`src/design/transfer_record_parser_defines.svh`:
```
// Assertion helpers shared by the parser modules.
// Each use expects signals named clk and rst_n in the enclosing module.
`ifndef TRANSFER_RECORD_PARSER_DEFINES_SVH
`define TRANSFER_RECORD_PARSER_DEFINES_SVH

// Same-cycle implication, checked outside reset
`define TPR_ASSERT_IMPLY(label, ante, cons, msg) \
    label: assert property (@(posedge clk) disable iff (!rst_n) (ante) |-> (cons)) \
        else $error(msg);

// Next-cycle implication, checked outside reset
`define TPR_ASSERT_NEXT(label, ante, cons, msg) \
    label: assert property (@(posedge clk) disable iff (!rst_n) (ante) |=> (cons)) \
        else $error(msg);

`endif

```
`src/design/tpr_pkg.sv`:
```
package tpr_pkg;

    // Build defaults
    localparam int DEF_MAX_POSTINGS = 64;
    localparam int DEF_QUEUE_DEPTH  = 4;

    // Field and state widths
    localparam int DATA_W      = 8;
    localparam int WORD_W      = 64;
    localparam int COUNT_W     = 32;
    localparam int BOUND_W     = 7;
    localparam int POS_W       = 11;
    localparam int NUM_W       = 6;
    localparam int CFG_INDEX_W = 1;

    // Record layout
    localparam int KEY_BYTES     = 8;
    localparam int HEADER_BYTES  = 12;
    localparam int POSTING_BYTES = 16;
    localparam int ACCOUNT_BYTES = 8;

    // Byte position saturates here
    localparam logic [POS_W-1:0] POS_LIMIT = {POS_W{1'b1}};

    // Register reset values
    localparam logic [BOUND_W-1:0] MIN_POSTINGS_RESET = BOUND_W'(1);
    localparam logic [BOUND_W-1:0] MAX_POSTINGS_RESET = BOUND_W'(64);

    // Register indexes
    localparam logic [CFG_INDEX_W-1:0] CFG_MIN_POSTINGS = 1'b0;
    localparam logic [CFG_INDEX_W-1:0] CFG_MAX_POSTINGS = 1'b1;

    typedef enum logic [1:0] {
        STATUS_OK        = 2'd0,
        STATUS_SHORT     = 2'd1,
        STATUS_BAD_COUNT = 2'd2,
        STATUS_LENGTH    = 2'd3
    } status_t;

    typedef enum logic {
        KIND_POSTING = 1'b0,
        KIND_STATUS  = 1'b1
    } kind_t;

    // One queue entry: a completed posting, a record status, or both
    typedef struct packed {
        logic                has_posting;
        logic                has_status;
        status_t             status;
        logic [NUM_W-1:0]    posting_number;
        logic [WORD_W-1:0]   key;
        logic [WORD_W-1:0]   account;
        logic [WORD_W-1:0]   amount;
    } entry_t;

endpackage

```
`src/design/tpr_front.sv`:
```
`include "transfer_record_parser_defines.svh"

module tpr_front
    import tpr_pkg::*;
#(
    parameter int MAX_POSTINGS = DEF_MAX_POSTINGS
)
(
    input  logic                   clk,
    input  logic                   rst_n,
    input  logic                   in_valid,
    output logic                   in_stall,
    input  logic [DATA_W-1:0]      data_byte,
    input  logic                   end_of_record,
    input  logic                   cfg_write,
    input  logic [CFG_INDEX_W-1:0] cfg_index,
    input  logic [BOUND_W-1:0]     cfg_data,
    input  logic                   q_full,
    output logic                   push,
    output entry_t                 push_entry
);

    localparam int CNT_W = $clog2(MAX_POSTINGS + 1);
    localparam int LEN_W = (CNT_W + 5 > POS_W) ? CNT_W + 5 : POS_W;

    logic [BOUND_W-1:0] min_reg;
    logic [BOUND_W-1:0] max_reg;

    logic [POS_W-1:0]   pos_reg;
    logic [POS_W-1:0]   pos_next;
    logic [WORD_W-1:0]  key_reg;
    logic [WORD_W-1:0]  key_next;
    logic [COUNT_W-1:0] count_reg;
    logic [COUNT_W-1:0] count_next;
    logic [COUNT_W-1:0] count_seen;
    logic [WORD_W-1:0]  account_reg;
    logic [WORD_W-1:0]  account_next;
    logic [WORD_W-1:0]  amount_reg;
    logic [WORD_W-1:0]  amount_next;
    logic [CNT_W-1:0]   posting_reg;
    logic [CNT_W-1:0]   posting_next;

    logic               accept;
    logic               count_ok;
    logic [3:0]         offset;
    logic               emit;
    logic [LEN_W-1:0]   expected_len;

    assign accept   = in_valid && !q_full;
    assign in_stall = q_full;

    // Hold the configured posting bounds
    always_ff @(posedge clk or negedge rst_n)
    begin
        if (!rst_n)
        begin
            min_reg <= MIN_POSTINGS_RESET;
            max_reg <= MAX_POSTINGS_RESET;
        end
        else if (cfg_write)
        begin
            if (cfg_index == CFG_MIN_POSTINGS)
            begin
                min_reg <= cfg_data;
            end
            if (cfg_index == CFG_MAX_POSTINGS)
            begin
                max_reg <= cfg_data;
            end
        end
    end

    // Take the posting count as it stands after the current byte
    always_comb
    begin
        count_seen = count_reg;
        if (accept && (pos_reg >= POS_W'(KEY_BYTES)) && (pos_reg < POS_W'(HEADER_BYTES)))
        begin
            count_seen[{pos_reg[1:0], 3'b000} +: DATA_W] = data_byte;
        end
    end

    // Check the count against both bounds and the build limit
    assign count_ok = (count_seen >= COUNT_W'(min_reg))
                   && (count_seen <= COUNT_W'(max_reg))
                   && (count_seen <= COUNT_W'(MAX_POSTINGS));

    // Offset of the current byte within its posting
    assign offset = pos_reg[3:0] - 4'(HEADER_BYTES);

    assign expected_len = LEN_W'(HEADER_BYTES)
                        + {(LEN_W - CNT_W)'(0), count_seen[CNT_W-1:0]} * LEN_W'(POSTING_BYTES);

    // Parse the byte and build the queue entry
    always_comb
    begin
        pos_next     = pos_reg;
        key_next     = key_reg;
        count_next   = count_reg;
        account_next = account_reg;
        amount_next  = amount_reg;
        posting_next = posting_reg;
        emit         = 1'b0;

        if (accept && (pos_reg != POS_LIMIT))
        begin
            if (pos_reg < POS_W'(KEY_BYTES))
            begin
                key_next[{pos_reg[2:0], 3'b000} +: DATA_W] = data_byte;
            end
            else if (pos_reg < POS_W'(HEADER_BYTES))
            begin
                count_next[{pos_reg[1:0], 3'b000} +: DATA_W] = data_byte;
            end
            else
            begin
                if (offset < 4'(ACCOUNT_BYTES))
                begin
                    account_next = {data_byte, account_reg[WORD_W-1:DATA_W]};
                end
                else
                begin
                    amount_next = {data_byte, amount_reg[WORD_W-1:DATA_W]};
                end
                if ((offset == 4'(POSTING_BYTES - 1)) && count_ok
                    && (COUNT_W'(posting_reg) < count_reg))
                begin
                    emit         = 1'b1;
                    posting_next = posting_reg + CNT_W'(1);
                end
            end
            pos_next = pos_reg + POS_W'(1);
        end

        push_entry.has_posting    = emit;
        push_entry.has_status     = end_of_record;
        push_entry.posting_number = NUM_W'(posting_reg);
        push_entry.key            = key_next;
        push_entry.account        = account_reg;
        push_entry.amount         = amount_next;

        // Run the record checks in order
        if (pos_next < POS_W'(HEADER_BYTES))
        begin
            push_entry.status = STATUS_SHORT;
        end
        else if (!count_ok)
        begin
            push_entry.status = STATUS_BAD_COUNT;
        end
        else if (LEN_W'(pos_next) != expected_len)
        begin
            push_entry.status = STATUS_LENGTH;
        end
        else
        begin
            push_entry.status = STATUS_OK;
        end

        // Drop the record state once it closes
        if (accept && end_of_record)
        begin
            pos_next     = '0;
            key_next     = '0;
            count_next   = '0;
            account_next = '0;
            amount_next  = '0;
            posting_next = '0;
        end
    end

    assign push = accept && (emit || end_of_record);

    // Advance the parse state
    always_ff @(posedge clk or negedge rst_n)
    begin
        if (!rst_n)
        begin
            pos_reg     <= '0;
            key_reg     <= '0;
            count_reg   <= '0;
            account_reg <= '0;
            amount_reg  <= '0;
            posting_reg <= '0;
        end
        else
        begin
            pos_reg     <= pos_next;
            key_reg     <= key_next;
            count_reg   <= count_next;
            account_reg <= account_next;
            amount_reg  <= amount_next;
            posting_reg <= posting_next;
        end
    end

    `TPR_ASSERT_NEXT(a_record_restarts, accept && end_of_record, pos_reg == '0,
        "byte position not cleared after record end")

endmodule

```
`src/design/tpr_queue.sv`:
```
`include "transfer_record_parser_defines.svh"

module tpr_queue
    import tpr_pkg::*;
#(
    parameter int DEPTH = DEF_QUEUE_DEPTH
)
(
    input  logic   clk,
    input  logic   rst_n,
    input  logic   push,
    input  entry_t push_entry,
    output logic   full,
    input  logic   pop,
    output logic   q_valid,
    output entry_t head
);

    localparam int PTR_W = (DEPTH > 1) ? $clog2(DEPTH) : 1;
    localparam int CNT_W = $clog2(DEPTH + 1);

    entry_t             entry_reg [DEPTH];
    logic [PTR_W-1:0]   wr_ptr_reg;
    logic [PTR_W-1:0]   wr_ptr_next;
    logic [PTR_W-1:0]   rd_ptr_reg;
    logic [PTR_W-1:0]   rd_ptr_next;
    logic [CNT_W-1:0]   fill_reg;
    logic [CNT_W-1:0]   fill_next;

    assign full    = (fill_reg == CNT_W'(DEPTH));
    assign q_valid = (fill_reg != '0);
    assign head    = entry_reg[rd_ptr_reg];

    // Step pointers with wrap at the depth
    always_comb
    begin
        wr_ptr_next = wr_ptr_reg;
        rd_ptr_next = rd_ptr_reg;
        fill_next   = fill_reg;
        if (push)
        begin
            wr_ptr_next = (wr_ptr_reg == PTR_W'(DEPTH - 1)) ? '0 : wr_ptr_reg + PTR_W'(1);
        end
        if (pop)
        begin
            rd_ptr_next = (rd_ptr_reg == PTR_W'(DEPTH - 1)) ? '0 : rd_ptr_reg + PTR_W'(1);
        end
        if (push && !pop)
        begin
            fill_next = fill_reg + CNT_W'(1);
        end
        else if (pop && !push)
        begin
            fill_next = fill_reg - CNT_W'(1);
        end
    end

    always_ff @(posedge clk or negedge rst_n)
    begin
        if (!rst_n)
        begin
            wr_ptr_reg <= '0;
            rd_ptr_reg <= '0;
            fill_reg   <= '0;
        end
        else
        begin
            wr_ptr_reg <= wr_ptr_next;
            rd_ptr_reg <= rd_ptr_next;
            fill_reg   <= fill_next;
        end
    end

    // Store the incoming request
    always_ff @(posedge clk)
    begin
        if (push)
        begin
            entry_reg[wr_ptr_reg] <= push_entry;
        end
    end

    `TPR_ASSERT_IMPLY(a_no_push_when_full, push, !full, "push into a full queue")
    `TPR_ASSERT_IMPLY(a_no_pop_when_empty, pop, q_valid, "pop from an empty queue")

endmodule

```
`src/design/tpr_back.sv`:
```
`include "transfer_record_parser_defines.svh"

module tpr_back
    import tpr_pkg::*;
(
    input  logic                     clk,
    input  logic                     rst_n,
    input  logic                     q_valid,
    input  entry_t                   head,
    output logic                     pop,
    output logic                     out_valid,
    input  logic                     out_stall,
    output logic                     item_kind,
    output logic [WORD_W-1:0]        record_key,
    output logic [WORD_W-1:0]        account_id,
    output logic signed [WORD_W-1:0] posting_amount,
    output logic [NUM_W-1:0]         posting_number,
    output logic [1:0]               record_status,
    output logic                     last_of_run
);

    logic               valid_reg;
    logic               valid_next;
    logic               phase_reg;
    logic               phase_next;
    logic               load;

    kind_t              kind_reg;
    kind_t              kind_next;
    logic [WORD_W-1:0]  key_reg;
    logic [WORD_W-1:0]  account_reg;
    logic [WORD_W-1:0]  account_next;
    logic [WORD_W-1:0]  amount_reg;
    logic [WORD_W-1:0]  amount_next;
    logic [NUM_W-1:0]   number_reg;
    logic [NUM_W-1:0]   number_next;
    status_t            status_reg;
    status_t            status_next;
    logic               last_reg;
    logic               last_next;

    assign load = q_valid && (!valid_reg || !out_stall);

    // Pick the next result item from the queue head
    always_comb
    begin
        pop          = 1'b0;
        phase_next   = phase_reg;
        valid_next   = valid_reg && out_stall;
        kind_next    = KIND_STATUS;
        account_next = '0;
        amount_next  = '0;
        number_next  = '0;
        status_next  = head.status;
        last_next    = 1'b1;

        if (load)
        begin
            valid_next = 1'b1;
            if (head.has_posting && !phase_reg)
            begin
                kind_next    = KIND_POSTING;
                account_next = head.account;
                amount_next  = head.amount;
                number_next  = head.posting_number;
                status_next  = STATUS_OK;
                last_next    = 1'b0;
                if (head.has_status)
                begin
                    phase_next = 1'b1;
                end
                else
                begin
                    pop = 1'b1;
                end
            end
            else
            begin
                phase_next = 1'b0;
                pop        = 1'b1;
            end
        end
    end

    always_ff @(posedge clk or negedge rst_n)
    begin
        if (!rst_n)
        begin
            valid_reg <= 1'b0;
            phase_reg <= 1'b0;
        end
        else
        begin
            valid_reg <= valid_next;
            phase_reg <= phase_next;
        end
    end

    // Hold the result until it is taken
    always_ff @(posedge clk)
    begin
        if (load)
        begin
            kind_reg    <= kind_next;
            key_reg     <= head.key;
            account_reg <= account_next;
            amount_reg  <= amount_next;
            number_reg  <= number_next;
            status_reg  <= status_next;
            last_reg    <= last_next;
        end
    end

    assign out_valid      = valid_reg;
    assign item_kind      = kind_reg;
    assign record_key     = key_reg;
    assign account_id     = account_reg;
    assign posting_amount = amount_reg;
    assign posting_number = number_reg;
    assign record_status  = status_reg;
    assign last_of_run    = last_reg;

    `TPR_ASSERT_IMPLY(a_split_entry_held, phase_reg,
        q_valid && head.has_posting && head.has_status,
        "second half of a split entry missing from the queue head")

endmodule

```
`src/design/transfer_record_parser.sv`:
```
// Transfer record parser: takes a record one byte per request (end_of_record on the
// final byte) and returns a posting item for each completed posting of the declared
// count while that count lies within [min_postings, min(max_postings, MAX_POSTINGS)],
// then one status item (ok, too short, bad count, length mismatch) closing the record.
// Discard a record's posting items unless its status is ok. The front parser takes one
// byte every cycle while the queue is not full; results pass through a QUEUE_DEPTH-entry
// queue and then the registered output. The output register issues one item per cycle
// while out_stall is low; a byte that both completes a posting and ends the record gives
// a posting item and then a status item. The input stalls only when the queue is full.
// Write min_postings and max_postings only while no record is in flight.
module transfer_record_parser
    import tpr_pkg::*;
#(
    parameter int MAX_POSTINGS = DEF_MAX_POSTINGS,
    parameter int QUEUE_DEPTH  = DEF_QUEUE_DEPTH
)
(
    input  logic                     clk,
    input  logic                     rst_n,
    input  logic                     in_valid,
    output logic                     in_stall,
    input  logic [DATA_W-1:0]        data_byte,
    input  logic                     end_of_record,
    input  logic                     cfg_write,
    input  logic [CFG_INDEX_W-1:0]   cfg_index,
    input  logic [BOUND_W-1:0]       cfg_data,
    output logic                     out_valid,
    input  logic                     out_stall,
    output logic                     item_kind,
    output logic [WORD_W-1:0]        record_key,
    output logic [WORD_W-1:0]        account_id,
    output logic signed [WORD_W-1:0] posting_amount,
    output logic [NUM_W-1:0]         posting_number,
    output logic [1:0]               record_status,
    output logic                     last_of_run
);

    logic   q_full;
    logic   push;
    entry_t push_entry;
    logic   pop;
    logic   q_valid;
    entry_t head;

    tpr_front #(
        .MAX_POSTINGS (MAX_POSTINGS)
    ) u_front (
        .clk           (clk),
        .rst_n         (rst_n),
        .in_valid      (in_valid),
        .in_stall      (in_stall),
        .data_byte     (data_byte),
        .end_of_record (end_of_record),
        .cfg_write     (cfg_write),
        .cfg_index     (cfg_index),
        .cfg_data      (cfg_data),
        .q_full        (q_full),
        .push          (push),
        .push_entry    (push_entry)
    );

    tpr_queue #(
        .DEPTH (QUEUE_DEPTH)
    ) u_queue (
        .clk        (clk),
        .rst_n      (rst_n),
        .push       (push),
        .push_entry (push_entry),
        .full       (q_full),
        .pop        (pop),
        .q_valid    (q_valid),
        .head       (head)
    );

    tpr_back u_back (
        .clk            (clk),
        .rst_n          (rst_n),
        .q_valid        (q_valid),
        .head           (head),
        .pop            (pop),
        .out_valid      (out_valid),
        .out_stall      (out_stall),
        .item_kind      (item_kind),
        .record_key     (record_key),
        .account_id     (account_id),
        .posting_amount (posting_amount),
        .posting_number (posting_number),
        .record_status  (record_status),
        .last_of_run    (last_of_run)
    );

endmodule
```
`config.mk`:
```
export PLATFORM = sky130hd
export DESIGN_NAME = transfer_record_parser
export DESIGN_NICKNAME = d
export VERILOG_FILES = /design/src/design/tpr_pkg.sv /design/src/design/tpr_front.sv /design/src/design/tpr_queue.sv /design/src/design/tpr_back.sv /design/src/design/transfer_record_parser.sv
export VERILOG_INCLUDE_DIRS = /design/src /design/src/design
export SDC_FILE = /design/constraint.sdc
export NUM_CORES = 1
export LEC_CHECK = 0
export BUFFER_PORTS_ARGS = -buffer_cell sky130_fd_sc_hd__buf_4
export CORE_UTILIZATION = 43
export CTS_CLUSTER_SIZE = 12
export DETAILED_ROUTE_END_ITERATION = 16
export GPL_TIMING_DRIVEN = 1
export HOLD_SLACK_MARGIN = 0.15
export PLACE_DENSITY_LB_ADDON = 0.12
export SYNTH_ARGS = -nofsm -noshare
export SYNTH_HDL_FRONTEND = slang
export SYNTH_HIERARCHICAL = 1
export SYNTH_SLANG_ARGS = --single-unit
```
`constraint.sdc`:
```
create_clock -name clk -period 15.6 [get_ports clk]
set_clock_uncertainty 0.15 [all_clocks]
set_input_delay 2.34 -clock clk [delete_from_list [all_inputs] [get_ports clk]]
set_output_delay 2.34 -clock clk [all_outputs]
set_load 0.005 [all_outputs]
```
# Word level (Yosys, flattened, before mapping)
# Memory sizes are Yosys's and may differ from the RTL's.
# Index checks and enable logic that the tools add are counted.
# Widths: inputs -> output; s select.
# word_totals
inputBits	22
register_bits	466
elab_cells	135
n_memories	1
mem_bits_rw	808
# classes
shift	4
n_eq_ne	9
reduce_logical	35
addsub	10
bitwise_logic	1
n_mux	47
order_cmp	9
# mem_list
name	words	width	rd	rd_clocked_by_memory_dff	wr	line	source
u_queue.entry_reg	4	202	1	0	1	tpr_queue.sv:22	entry_t entry_reg [DEPTH];
# op_table
op	n
$mux 64	13
$mux 32	5
$bwmux 64	1
$shift 8x8->64 const A	1
$shiftx 8x8->64	1
$mux 7	5
$lt 11x4->1 const B	3
$bwmux 32	1
$ge 32x7->1	1
$le 32x7->1	1
$le 32x7->1 const B	1
$lt 7x32->1	1
$shift 8x7->32 const A	1
$shiftx 8x7->32	1
$mux 11	2
$logic_and 1x1->1	15
$mux 1	13
$add 4x11->12 const A	1
$ne 11x12->1	1
$add 11x1->11 const B	1
$ge 11x4->1 const B	1
$ne 11x11->1 const B	1
$mux 2	5
$reduce_bool 2->1	5
20 further kinds	34

# Longest topological paths before layout
# logic_depth
ltp_word	21
depth_mapped	24

# Modules after synthesis
# The synthesis kept the hierarchy.
# by_module_without_submodules
module	area_per_inst_um2	n_inst	seq_area_each_um2	cells_each
tpr_queue	29569.6	1	24438.4	1093
tpr_front	12284.3	1	6408.6	1166
tpr_back	7241.9	1	6085.8	362

# Worst setup path after synthesis
# No wires, ideal clock.
# synth_timing
path_type	input-to-reg
from	input out_stall
to	register u_queue.fill_reg[1]
cell_stages	7
path_slack_ns	2.265
arrival_time_ns	13.060
setup_time_ns	0.125
path_cell_list	a21boi_1 -> nor2b_1 -> inv_1 -> ha_1 -> inv_1 -> fa_1 -> mux2_2
# synth_between
elab_chain_cells	7
# synth_lines
element	line	source
start: declaration	transfer_record_parser.sv:28	input logic out_stall,
$logic_not 1->1	tpr_back.sv:42	assign load = q_valid && (!valid_reg || !out_stall);
$logic_or 1x1->1	tpr_back.sv:42	
$logic_and 1x1->1	tpr_back.sv:42	
$mux 1	tpr_back.sv:57	if (load)
named net pop	transfer_record_parser.sv:41	logic pop;
$logic_not 1->1	tpr_queue.sv:48	if (push && !pop)
$logic_and 1x1->1	tpr_queue.sv:48	
$mux 3	tpr_queue.sv:48	
named net u_queue.fill_next[1]	tpr_queue.sv:28	logic [CNT_W-1:0] fill_next;
end signal: assignment	tpr_queue.sv:70	fill_reg <= fill_next;
end: declaration	tpr_queue.sv:27	logic [CNT_W-1:0] fill_reg;
# The timed path passes the listed nets, and every way through them passes these cells.
# A chain may end at the register's enable or synchronous reset.

# Final worst setup path
# layout_timing
from	input in_valid
to	memory u_queue/entry_reg[0][86] (netlist name) (enable)
# layout_between
elab_chain_cells	17
# layout_lines
element	line	source
start: declaration	transfer_record_parser.sv:20	input logic in_valid,
$logic_and 1x1->1 *	tpr_front.sv:49	assign accept = in_valid && !q_full;
$logic_and 1x1->1 (2 in a row)	tpr_front.sv:77	if (accept && (pos_reg >= POS_W'(KEY_BYTES)) && (pos_reg < POS_W'(HEADER_BYTES)))
$mux 32	tpr_front.sv:77	
$ge 32x7->1 / $le 32x7->1 (equally long branches)	tpr_front.sv:84, tpr_front.sv:85	
$logic_and 1x1->1	tpr_front.sv:85	&& (count_seen <= COUNT_W'(max_reg))
$logic_and 1x1->1	tpr_front.sv:86	&& (count_seen <= COUNT_W'(MAX_POSTINGS));
$logic_and 1x1->1	tpr_front.sv:125	if ((offset == 4'(POSTING_BYTES - 1)) && count_ok
$logic_and 1x1->1	tpr_front.sv:126	&& (COUNT_W'(posting_reg) < count_reg))
$mux 1	tpr_front.sv:125	
$mux 1	tpr_front.sv:111	else if (pos_reg < POS_W'(HEADER_BYTES))
$mux 1	tpr_front.sv:107	if (pos_reg < POS_W'(KEY_BYTES))
$mux 1	tpr_front.sv:105	if (accept && (pos_reg != POS_LIMIT))
$logic_or 1x1->1	tpr_front.sv:172	assign push = accept && (emit || end_of_record);
$logic_and 1x1->1 *	tpr_front.sv:172	
named net push	transfer_record_parser.sv:39	logic push;
$mux 1 *	tpr_queue.sv:77	if (push)
$mux 1 (implied by the code) *	tpr_queue.sv:79	entry_reg[wr_ptr_reg] <= push_entry;
end: declaration	tpr_queue.sv:22	
# The timed path passes the listed nets; every way through them passes the cells marked *.

==> impl_metrics.py <==
metrics = {
    "timing": {
        "finalHoldViolations": 0,
        "finalSetupViolCount": 0,
        "slew_headroom_pct": 21.85,
        "grt_setup_unrepaired": "no",
        "max_freq_mhz": 124.3,
        "worst_slew_pin_slew_ns": 1.168,
        "fin_crit_sh_pct": 51.58,
        "fin_crit_ns": 8.046,
        "finalSetupTns_ns": 0,
        "drv_slew": 0,
        "setup_ws_ns": 7.554,
    },
    "floorplanning": {
        "ioPinCount": 226,
        "core_area_um2": 112800,
        "initial_core_util_pct": 43.52,
        "rows": 123,
        "die_w_um": 339.9,
        "die_area_um2": 115500,
        "die_h_um": 339.9,
    },
    "logic_synthesis": {
        "synth-main-ff-cell": "edfxtp_1",
        "synth_top_area_share_pct": 61.71,
        "synth_seq_cells": 1274,
        "syn_avg_cell_area_um2": 18.73,
        "synth_edf_count": 1009,
        "synth_cells": 2621,
        "syn-num-nets": 2681,
        "synth_top_area_cell": "edfxtp_1",
        "ys_seq_area_share_pct": 75.23,
        "synth_area_leaders": "edfxtp_1 (62%), dfrtp_1 (13%), mux4_2 (9.3%), mux2_2 (3.0%), and2_1 (2.9%)",
        "yosysWarnings": 6,
        "postSynth.asyncResetShare_pct": 20.80,
        "yosysMostFrequentCell": "edfxtp_1",
        "synthTopCellsByCount": "edfxtp_1 (1,009), dfrtp_1 (263), and2_1 (228)",
        "synth_area_um2": 49100,
        "ys_types": 72,
    },
    "critical_path": {
        "rr_worst_depth": 14,
        "end_kind": "flop",
        "crit_type": "input pin to flop",
        "crit_fanout": 61,
        "critPathLaunchType": "input pin",
        "cp.required_ns": 15.80,
        "worstPathArrival_ns": 8.25,
    },
    "cts": {
        "cts_root_buffer": "clkbuf_16",
        "cts_sinks": 1274,
        "cts_hold_buf": 0,
        "h-tree-depth": 4,
        "clk_pin_slew_ns": 0.06,
        "clockBufferDepth": 3,
        "cts_tree": "done",
        "postCtsResizedCells": 0,
        "clock_latency_ns": 0.75,
        "post_cts_buffers": 0,
        "cts-buffers-inserted": 137,
    },
    "cells_and_area": {
        "drive_gt1_share_pct": 28.83,
        "finalNonFillerCells": 4492,
        "multiInputGateArea_um2": 11280,
        "syn_to_final_growth_pct": 14.93,
        "fill_cells": 9220,
        "layout.nets": 2936,
        "seqCellArea_um2": 36940,
        "largest_reg_flops": 808,
    },
    "global_routing": {
        "grt_max_degree": 141,
        "grt.overflow.total": 0,
        "grt_pass1_wl_um": 160500,
        "antenna_found_initial": 8,
        "grtUsageTotal_pct": 18.58,
        "grt_pass1_vias": 24933,
    },
    "route": {
        "viasPerCell": 5.273,
        "drc": 0,
        "dr.first_iter.drc_count": 1737,
        "wire_per_inst_um": 23.61,
        "wl_um": 106100,
        "ant_nets": 0,
        "first_pass_iters": 5,
        "num_vias": 23685,
    },
    "power_and_ir_drop": {
        "leakage_uw": 0.02080,
        "peakVddDrop_mv": 0.1245,
        "power_density_nw_per_um2": 174.9,
        "power.total_uw": 9871,
    },
    "worst_hold_path": {
        "hold_class": "flop to flop",
        "hold_path_depth": 1,
    },
    "placed_design": {
        "place_ws_ns": 6.779,
        "dp.final_hpwl_um": 60980,
        "gp_congestion": 0.8147,
        "dp_cells": 4237,
        "portBuffers": 225,
    },
    "status": {
        "status": "completed",
    },
    "flow_run": {
        "max_cap_violations": 0,
    },
}
## cell families (layout without fill, tap and decap cells)
| family | count (synthesis) | after routing | synth area share, % |
|---|---|---|---|
| other | 0 | 2 | 0 |
| buffers and inverters | 169 | 538 | 1.899 |
| AND/OR/NAND/NOR | 606 | 606 | 6.934 |
| flip-flops | 1274 | 1274 | 75.23 |
| multiplexers | 345 | 345 | 12.55 |
| adder cells (fa/ha/maj) | 38 | 38 | 0.9837 |
| XOR/XNOR | 15 | 15 | 0.2676 |
| AO/OA/AOI/OAI | 174 | 174 | 2.141 |
## layout by cell type, fill, tap and decap left out, types with 4 or more instances in the layout
cell,instances
clkbuf_8,16
mux2_2,131
a211oi_1,4
nand2b_1,6
a21o_1,4
xnor2_1,11
clkinv_2,17
buf_4,251
nor2_1,34
mux2_1,9
a22oi_1,8
clkinv_1,12
nand4_1,7
nand3_1,34
a31oi_1,5
and2_1,222
clkbuf_16,140
inv_6,5
o21ai_0,18
ha_1,37
nor3_1,9
and4_1,4
nor4_1,7
a21oi_1,105
edfxtp_1,1009
inv_1,29
and2_4,56
xor2_1,4
nand2_1,187
mux4_2,202
dfrtp_1,261
or4_1,6
o211ai_1,7
a22o_2,5
inv_16,4
clkbuf_1,55
## final timing paths
path                                      from                  endpoint  slack [ns]
min                        u_queue/fill_reg[2]       u_queue/fill_reg[2]        0.34
max reg2reg                 u_front/pos_reg[0]  u_queue/entry_reg[0][86]        7.87
min reg2reg                u_queue/fill_reg[2]       u_queue/fill_reg[2]        0.34
max                                   in_valid  u_queue/entry_reg[0][86]        7.55
max in group asynchronous                rst_n   u_front/account_reg[24]       12.26
min in group asynchronous                rst_n       u_front/key_reg[22]        1.48
## layer usage
metal	vias to the layer above	wire, µm	global-route usage (%)	part of all wire [%]
met5	-	56	0.8987	0.053
met4	10	2102	5.387	2.0
met3	144	5280	3.820	5.0
met2	553	50480	29.18	48
met1	12433	48140	26.21	45
li1	10545	-	-	-
## through the flow
stage	cell area [µm²]	util, %	hold WS (ns)
after detailed placement	52170	46.25	0.3321
after floorplan	49100	-	0.2991
final	56430	50.02	0.3420
after global placement	52170	46.25	0.3169
after global routing	56430	50.02	0.3529
after CTS	56420	50.02	0.3452
## critical path, stage by stage
cell	delay, ns
buf_4	0.08
nor2b_2	0.42
o211a_1	0.27
nand3_2	0.17
a22o_2	0.35
ha_1	0.33
a2111oi_0	0.44
a21oi_1	0.24
a221oi_4	0.30
nand3_2	0.28
nand2_1	0.33
and2_4	0.80
buf_4	0.86
buf_4	0.81
## cell type report
type / instances / area share [%]
Sequential cell: 1274 / 65.46
Multi-Input combinational cell: 1178 / 19.99
Clock buffer: 211 / 6.965
Timing Repair Buffer: 255 / 3.472
Tap cell: 1500 / 3.326
Clock inverter: 42 / 0.5765
Inverter: 30 / 0.1996
Antenna cell: 2 / 0.008869
## power by group
group | internal, µW | switching [µW] | leakage, µW | total [µW]
combinational | 1080 | 1150 | 0.00543 | 2230
clock | 1750 | 1300 | 0.00208 | 3050
sequential | 4390 | 206 | 0.0133 | 4600
(Power assumes the default switching activity.)
